## config.mk

```make
export PLATFORM = sky130hd
export DESIGN_NAME = http_header_lexer_flat
export DESIGN_NICKNAME = d
export VERILOG_FILES = /design/src/rtl/core/hhl_pkg.sv /design/src/rtl/core/hhl_if.sv /design/src/rtl/core/hhl_step.sv /design/src/rtl/core/http_header_lexer.sv /design/src/flat_wrapper.sv
export SDC_FILE = /design/constraint.sdc
export NUM_CORES = 1
export LEC_CHECK = 0
export ABC_AREA = 0
export BUFFER_PORTS_ARGS = -buffer_cell sky130_fd_sc_hd__buf_2
export CAP_MARGIN = 20
export CORE_ASPECT_RATIO = 2
export CORE_MARGIN = 5
export CORE_UTILIZATION = 61
export CTS_BUF_LIST = sky130_fd_sc_hd__clkbuf_2
export DETAILED_ROUTE_END_ITERATION = 10
export HOLD_SLACK_MARGIN = 0.03
export PLACE_DENSITY = 0.83
export SLEW_MARGIN = 20
export SYNTH_ARGS = -nofsm -noshare
export SYNTH_HDL_FRONTEND = slang
export SYNTH_SLANG_ARGS = --single-unit
```

## constraint.sdc

```tcl
create_clock -name i_clk -period 2.9 [get_ports i_clk]
set_input_delay 0.145 -clock i_clk [delete_from_list [all_inputs] [get_ports i_clk]]
set_output_delay 0.145 -clock i_clk [all_outputs]
set_load 0.01 [all_outputs]
```

## src/rtl/core/hhl_pkg.sv

```systemverilog
// shared types, codes and character classes for the http header lexer
package hhl_pkg;

    typedef enum logic [2:0] {
        PH_LINE_START = 3'd0,
        PH_FINAL_LF   = 3'd1,
        PH_NAME       = 3'd2,
        PH_VALUE      = 3'd3,
        PH_VALUE_LF   = 3'd4,
        PH_AFTER_LF   = 3'd5,
        PH_DONE       = 3'd6,
        PH_FAILED     = 3'd7
    } t_phase;

    typedef enum logic [2:0] {
        K_NONE   = 3'd0,
        K_NAME   = 3'd1,
        K_VALUE  = 3'd2,
        K_HDREND = 3'd3,
        K_BLKEND = 3'd4,
        K_ERROR  = 3'd5,
        K_IGNORE = 3'd6
    } t_kind;

    localparam logic [7:0] CH_TAB   = 8'h09;
    localparam logic [7:0] CH_LF    = 8'h0a;
    localparam logic [7:0] CH_CR    = 8'h0d;
    localparam logic [7:0] CH_SPACE = 8'h20;
    localparam logic [7:0] CH_COLON = 8'h3a;
    localparam logic [7:0] CH_DEL   = 8'h7f;
    localparam logic [7:0] CH_CTL_MAX = 8'h1f;
    localparam logic [7:0] CH_UP_A  = 8'h41;
    localparam logic [7:0] CH_UP_Z  = 8'h5a;
    localparam logic [7:0] CASE_OFS = 8'h20;

    // lexer state carried from item to item
    typedef struct packed {
        t_phase phase;
        logic   pending_space;
        logic   value_empty;
    } t_state;

    // one result item
    typedef struct packed {
        t_kind      kind;
        logic [7:0] char_out;
        logic       last;
    } t_result;

    // control characters
    function automatic logic is_ctl(input logic [7:0] c);
        return (c <= CH_CTL_MAX) || (c == CH_DEL);
    endfunction

    // separator characters of the token grammar
    function automatic logic is_sep(input logic [7:0] c);
        logic r;
        case (c)
            8'h28, 8'h29, 8'h3c, 8'h3e, 8'h40, 8'h2c,
            8'h3b, 8'h3a, 8'h5c, 8'h22, 8'h2f, 8'h5b,
            8'h5d, 8'h3f, 8'h3d, 8'h7b, 8'h7d, 8'h20,
            8'h09: r = 1'b1;
            default: r = 1'b0;
        endcase
        return r;
    endfunction

    // token characters: printable ascii that is not a separator
    function automatic logic is_tok(input logic [7:0] c);
        return !c[7] && !is_ctl(c) && !is_sep(c);
    endfunction

    function automatic logic [7:0] to_lower(input logic [7:0] c);
        return ((c >= CH_UP_A) && (c <= CH_UP_Z)) ? c + CASE_OFS : c;
    endfunction

endpackage

```

## src/rtl/core/hhl_if.sv

```systemverilog
// valid/ready channel interfaces for header bytes and lexer results
interface hhl_in_if;
    logic       valid;
    logic       ready;
    logic [7:0] in_byte;
    logic       stream_end;

    modport source (output valid, output in_byte, output stream_end, input ready);
    modport sink   (input valid, input in_byte, input stream_end, output ready);
endinterface

interface hhl_out_if;
    logic       valid;
    logic       ready;
    logic [2:0] kind;
    logic [7:0] char_out;
    logic       last;

    modport source (output valid, output kind, output char_out, output last, input ready);
    modport sink   (input valid, input kind, input char_out, input last, output ready);
endinterface

```

## src/rtl/core/hhl_step.sv

```systemverilog
// next-state and result logic for one header byte
module hhl_step
    import hhl_pkg::*;
(
    input  t_state     i_state,
    input  logic [7:0] i_byte,
    input  logic       i_end,
    output t_state     o_state,
    output t_result    o_res0,
    output t_result    o_res1,
    output logic       o_two
);

    logic       ws;
    t_phase     lf_phase;
    t_kind      lf_kind;
    logic [7:0] lf_char;
    t_kind      k0;
    logic [7:0] c0;
    t_kind      k1;
    logic [7:0] c1;

    assign ws = (i_byte == CH_SPACE) || (i_byte == CH_TAB);

    // first byte of a line: empty-line cr, name start or error
    always_comb begin
        if (i_byte == CH_CR) begin
            lf_phase = PH_FINAL_LF;
            lf_kind  = K_NONE;
            lf_char  = 8'd0;
        end else if (is_tok(i_byte)) begin
            lf_phase = PH_NAME;
            lf_kind  = K_NAME;
            lf_char  = to_lower(i_byte);
        end else begin
            lf_phase = PH_FAILED;
            lf_kind  = K_ERROR;
            lf_char  = 8'd0;
        end
    end

    // phase decode
    always_comb begin
        o_state = i_state;
        o_two   = 1'b0;
        k0      = K_NONE;
        c0      = 8'd0;
        k1      = K_NONE;
        c1      = 8'd0;
        case (i_state.phase)
            PH_DONE, PH_FAILED: begin
                k0 = K_IGNORE;
            end
            PH_LINE_START: begin
                if (i_end) begin
                    o_state.phase = PH_FAILED;
                    k0 = K_ERROR;
                end else begin
                    o_state.phase = lf_phase;
                    k0 = lf_kind;
                    c0 = lf_char;
                end
            end
            PH_FINAL_LF: begin
                if (!i_end && (i_byte == CH_LF)) begin
                    o_state.phase = PH_DONE;
                    k0 = K_BLKEND;
                end else begin
                    o_state.phase = PH_FAILED;
                    k0 = K_ERROR;
                end
            end
            PH_NAME: begin
                if (!i_end && (i_byte == CH_COLON)) begin
                    o_state.phase         = PH_VALUE;
                    o_state.pending_space = 1'b0;
                    o_state.value_empty   = 1'b1;
                end else if (!i_end && is_tok(i_byte)) begin
                    k0 = K_NAME;
                    c0 = to_lower(i_byte);
                end else begin
                    o_state.phase = PH_FAILED;
                    k0 = K_ERROR;
                end
            end
            PH_VALUE: begin
                if (i_end) begin
                    o_state.phase = PH_FAILED;
                    k0 = K_ERROR;
                end else if (i_byte == CH_CR) begin
                    o_state.phase = PH_VALUE_LF;
                end else if (ws) begin
                    o_state.pending_space = !i_state.value_empty;
                end else if (!is_ctl(i_byte)) begin
                    // a held space goes out ahead of the value char
                    if (i_state.pending_space) begin
                        o_two = 1'b1;
                        k0 = K_VALUE;
                        c0 = CH_SPACE;
                        k1 = K_VALUE;
                        c1 = i_byte;
                    end else begin
                        k0 = K_VALUE;
                        c0 = i_byte;
                    end
                    o_state.pending_space = 1'b0;
                    o_state.value_empty   = 1'b0;
                end else begin
                    o_state.phase = PH_FAILED;
                    k0 = K_ERROR;
                end
            end
            PH_VALUE_LF: begin
                if (!i_end && (i_byte == CH_LF)) begin
                    o_state.phase = PH_AFTER_LF;
                end else begin
                    o_state.phase = PH_FAILED;
                    k0 = K_ERROR;
                end
            end
            default: begin
                // after a value crlf: fold or end the header
                if (!i_end && ws) begin
                    o_state.phase         = PH_VALUE;
                    o_state.pending_space = !i_state.value_empty;
                end else begin
                    o_two = 1'b1;
                    k0 = K_HDREND;
                    if (i_end) begin
                        o_state.phase = PH_FAILED;
                        k1 = K_ERROR;
                    end else begin
                        o_state.phase = lf_phase;
                        k1 = lf_kind;
                        c1 = lf_char;
                    end
                end
            end
        endcase
    end

    assign o_res0 = '{kind: k0, char_out: c0, last: !o_two};
    assign o_res1 = '{kind: k1, char_out: c1, last: 1'b1};

endmodule

```

## src/rtl/core/http_header_lexer.sv

```systemverilog
// a taken byte is held in the byte register, its decoded results in the result slots;
// throughput: one byte per cycle while results are taken; a byte with two results
// holds the input stage until its first result is taken; byte register and two-slot
// result register part the sides; a waiting result stalls only a full byte register
// reset: synchronous active-low i_rst_n clears both stages and returns to line start
// top level of the http header lexer
module http_header_lexer
    import hhl_pkg::*;
(
    input  logic      i_clk,
    input  logic      i_rst_n,
    hhl_in_if.sink    i_in,
    hhl_out_if.source o_out
);

    t_state     r_state;
    logic       r_in_valid;
    logic [7:0] r_in_byte;
    logic       r_in_end;
    logic [1:0] r_cnt;
    t_result    r_slot0;
    t_result    r_slot1;

    t_state     n_state;
    t_result    n_res0;
    t_result    n_res1;
    logic       n_two;
    logic       proc;
    logic       out_xfer;
    logic       in_xfer;

    // byte decode
    hhl_step u_step (
        .i_state (r_state),
        .i_byte  (r_in_byte),
        .i_end   (r_in_end),
        .o_state (n_state),
        .o_res0  (n_res0),
        .o_res1  (n_res1),
        .o_two   (n_two)
    );

    // handshakes
    assign out_xfer = o_out.valid && o_out.ready;
    assign proc     = r_in_valid && ((r_cnt == 2'd0) || ((r_cnt == 2'd1) && o_out.ready));
    assign i_in.ready = !r_in_valid || proc;
    assign in_xfer  = i_in.valid && i_in.ready;

    // control state
    always_ff @(posedge i_clk) begin
        if (!i_rst_n) begin
            r_state    <= '{phase: PH_LINE_START, pending_space: 1'b0, value_empty: 1'b1};
            r_in_valid <= 1'b0;
            r_cnt      <= 2'd0;
        end else begin
            if (proc) begin
                r_state <= n_state;
                r_cnt   <= n_two ? 2'd2 : 2'd1;
            end else if (out_xfer) begin
                r_cnt <= r_cnt - 2'd1;
            end
            if (in_xfer) begin
                r_in_valid <= 1'b1;
            end else if (proc) begin
                r_in_valid <= 1'b0;
            end
        end
    end

    // payload registers
    always_ff @(posedge i_clk) begin
        if (in_xfer) begin
            r_in_byte <= i_in.in_byte;
            r_in_end  <= i_in.stream_end;
        end
        if (proc) begin
            r_slot0 <= n_res0;
            r_slot1 <= n_res1;
        end else if (out_xfer) begin
            r_slot0 <= r_slot1;
        end
    end

    // result port
    assign o_out.valid    = (r_cnt != 2'd0);
    assign o_out.kind     = r_slot0.kind;
    assign o_out.char_out = r_slot0.char_out;
    assign o_out.last     = r_slot0.last;

endmodule

```

## src/flat_wrapper.sv

```systemverilog
// flat-port wrapper written by rule: the top's interface ports become plain ports
module http_header_lexer_flat import hhl_pkg::*;
  (i_clk, i_rst_n, i_in_valid, i_in_in_byte, i_in_stream_end, i_in_ready, o_out_valid, o_out_kind, o_out_char_out, o_out_last, o_out_ready);
  hhl_in_if i_in_i ();
  hhl_out_if o_out_i ();
  input  logic i_clk;
  input  logic i_rst_n;
  input wire logic [$bits(i_in_i.valid)-1:0] i_in_valid;
  input wire logic [$bits(i_in_i.in_byte)-1:0] i_in_in_byte;
  input wire logic [$bits(i_in_i.stream_end)-1:0] i_in_stream_end;
  output wire logic [$bits(i_in_i.ready)-1:0] i_in_ready;
  output wire logic [$bits(o_out_i.valid)-1:0] o_out_valid;
  output wire logic [$bits(o_out_i.kind)-1:0] o_out_kind;
  output wire logic [$bits(o_out_i.char_out)-1:0] o_out_char_out;
  output wire logic [$bits(o_out_i.last)-1:0] o_out_last;
  input wire logic [$bits(o_out_i.ready)-1:0] o_out_ready;
  assign i_in_i.valid = i_in_valid;
  assign i_in_i.in_byte = i_in_in_byte;
  assign i_in_i.stream_end = i_in_stream_end;
  assign i_in_ready = i_in_i.ready;
  assign o_out_valid = o_out_i.valid;
  assign o_out_kind = o_out_i.kind;
  assign o_out_char_out = o_out_i.char_out;
  assign o_out_last = o_out_i.last;
  assign o_out_i.ready = o_out_ready;
  http_header_lexer u_core (.i_clk(i_clk), .i_rst_n(i_rst_n), .i_in(i_in_i), .o_out(o_out_i));
endmodule
```

==> results by group <==
Global routing
  – Global route overflow: 0
  – Global Route Usage Sum: 23.7%
  – Antenna violations before repair: 0
  – Largest net degree at the start of global routing: 17
  – Vias in the first global route: 2037
  – Global-route wire length before repair: 9450 µm

Finish
  – Fillers: 326
  – Storage element area: 0.00112 mm²
  – Design Area, Final: 0.00269 mm²
  – Filler-free cell count of the finished design: 336
  – Antenna fix cells: 0
  – Commonest non-fill, non-tap cells in the layout: 32 x nand2_1, 32 x edfxtp_1, 26 x buf_2, 18 x nor2_1, 18 x o21ai_0
  – Final Net Count: 300
  – Area Growth Syn to Fin: 11.7%
  – Layout cells sized above 1: 17.9%
  – Area of the multi-input gates: 0.00117 mm²

Synthesis
  – Sequential share of the synthesized area: 46.5%
  – Dominant synthesized flop cell: edfxtp_1
  – Number of synthesized flops with an enable pin: 32
  – Distinct cells, synth: 60
  – Cell count after synthesis: 253
  – Post-synth ARST share: 0%
  – Synthesized Nets: 269
  – Avg Cell Area, Syn: 9.52 µm²
  – YS warnings: 0
  – Post-synthesis cell area: 0.00241 mm²
  – Synth area leader: edfxtp_1
  – Yosys reg bits: 40
  – Post-synth top area share: 39.9%
  – Dominant cells by area after synthesis: edfxtp_1 40%, dfxtp_1 6.6%, nand2_1 5.0%, o21ai_0 3.7%, nor2_1 2.8%

Placed design
  – Final Wtd Congestion: 0.981
  – Final HPWL DP: 4060 µm
  – Inst Count DP: 318
  – Port Buffer Count: 26
  – Placed cell areas: 0.00255 mm²

Clocking
  – Clock buffer count from CTS: 5
  – Post-CTS sizing: 0
  – Clock Latency Late Sink: 400 ps
  – CTS tree: built
  – Num Clock Sinks: 40
  – Clock Path Buffers: 2
  – Root Driver: clkbuf_2
  – Worst-path clk slew: 200 ps
  – H-tree depth: 2

Setup path
  – Crit path max fanout: 14
  – Critical path endpoint category: flip-flop
  – WS Path Type: flip-flop to flip-flop
  – Worst EP required: 3050 ps
  – Worst path arrival time: 2840 ps
  – Crit path max-delay cell type: edfxtp_1
  – Cell chain of the critical path: nor4_2 -> a221oi_1 -> o221a_1 -> and4_4 -> a21oi_1 -> o21ai_0
  – Critical Path Max Stage Delay: 640 ps
  – Critical Path Source Type: flip-flop

Drt
  – Via count: 2100
  – Final wirelength: 5710 µm
  – Final ANT Viol Nets: 0
  – DRC viols: 0
  – Number of DRC markers in iteration 0: 72
  – WL/cell: 17.0 µm
  – Vias per inst: 6.25
  – First-pass iteration count of the detailed router: 5

STA
  – Worst slew margin: 26.1%
  – Final slew viol count: 0
  – RSZ-0062 raised after global routing: false
  – Max Clock Skew: 13.8 ps
  – Final worst path period share: 92.8%
  – Final hold violations: 0
  – Min cycle time layout: 2690 ps
  – Fmax: 371 MHz
  – Setup-failing EPs final: 0
  – Setup TNS: 0 ps
  – Slew @ Worst Pin: 1100 ps

Die
  – Initial core utilization: 62.7%
  – Full die area: 0.00538 mm²
  – Core area: 0.00384 mm²
  – Die Ht: 98.9 µm
  – Rows: 32
  – Die W: 54.4 µm
  – Top Ports: 27

Power and ir drop
  – Cell Pwr Density: 587 mW/mm²
  – LEAKAGE: 0.990 nW
  – Worst VDD drop: 356 µV

Worst hold path
  – HP Class: input pin to flip-flop

Flow run
  – Max cap viols: 0

Run status
  – Status: finished, final reports clean
## worst max-delay path: cells and delay by family (launching register included)
kind | cells | cell delay [ps]
compound gates | 4 | 940
simple gates | 2 | 860
flops | 1 | 640
## flip-flops by register name, indices dropped and copies added (netlist names)
name,flops
u_core.r_state,5
u_core.r_cnt,2
u_core.r_slot1,11
u_core.r_in_byte,8
u_core.r_in_end,1
u_core.o_out.char_out,8
u_core.r_in_valid,1
u_core.o_out.kind,3
u_core.o_out.last,1
## worst paths after layout
path | from | end | slack (ps) | cells past startpoint
setup / recovery | u_core.r_in_byte[1] | u_core.o_out.char_out[7] | 210 | 6
hold / removal | i_rst_n | u_core.r_state[0] | 60 | 2
hold reg to reg | u_core.r_cnt[1] | u_core.r_cnt[1] | 480 | 2
setup reg to reg | u_core.r_in_byte[1] | u_core.o_out.char_out[7] | 210 | 6
## per-stage QoR
step	util (%)	setup WS, ps	power [mW]	hold WS [ps]
after floorplan	-	785	1.18	244
after global placement	66.3	349	1.32	321
after detailed placement	66.3	261	1.33	323
after CTS	70.0	221	1.58	50.9
after global routing	70.0	30.1	1.68	36.8
final	70.0	208	1.58	56.2
## report_power, final
part | switching [mW] | internal [mW] | total (mW) | leakage (nW)
Sequential | 0.0876 | 0.738 | 0.826 | 0.373
Combinational | 0.303 | 0.203 | 0.506 | 0.589
Clock | 0.186 | 0.0614 | 0.248 | 0.0290
## kinds of logic after synthesis
logic type | Yosys count | synth area share, %
buffers and inverters | 25 | 4.78
XOR/XNOR | 2 | 0.727
flip-flops | 40 | 46.5
adder cells (fa/ha/maj) | 3 | 1.56
AO/OA/AOI/OAI | 69 | 19.6
AND/OR/NAND/NOR | 109 | 24.7
multiplexers | 5 | 2.18
## cell usage after synthesis (6+ instances only)
cell type and count:
edfxtp_1 32, nor2_1 18, o21ai_0 18, nor2b_1 6
and2_1 9, nand3_1 10, nor3_1 8, a21oi_1 11
dfxtp_1 8, nand2_1 32, inv_1 9, clkbuf_1 8
## timing repair
| action | CTS | global route |
|---|---|---|
| buffers inserted | 0 | 0 |
| hold endpoints to repair | 10 | 0 |
| hold buffers | 10 | 0 |
| endpoints found under the setup margin | 0 | 0 |
## routing by layer
layer  global-route usage (%)  share of wire, %
met1                     26.0                35
met4                     12.5               4.0
met2                     41.2                55
met3                     3.78               6.3
met5                        0                 0
## final cells by class
cell class	count	share of cell area, %
Multi-Input combinational cell	188	43.6
Sequential cell	40	41.7
Clock buffer	6	1.12
Clock inverter	2	0.465
Inverter	10	1.39
Tap cell	51	2.37
Timing Repair Buffer	39	9.39
Power figures use the tool's default switching activity.
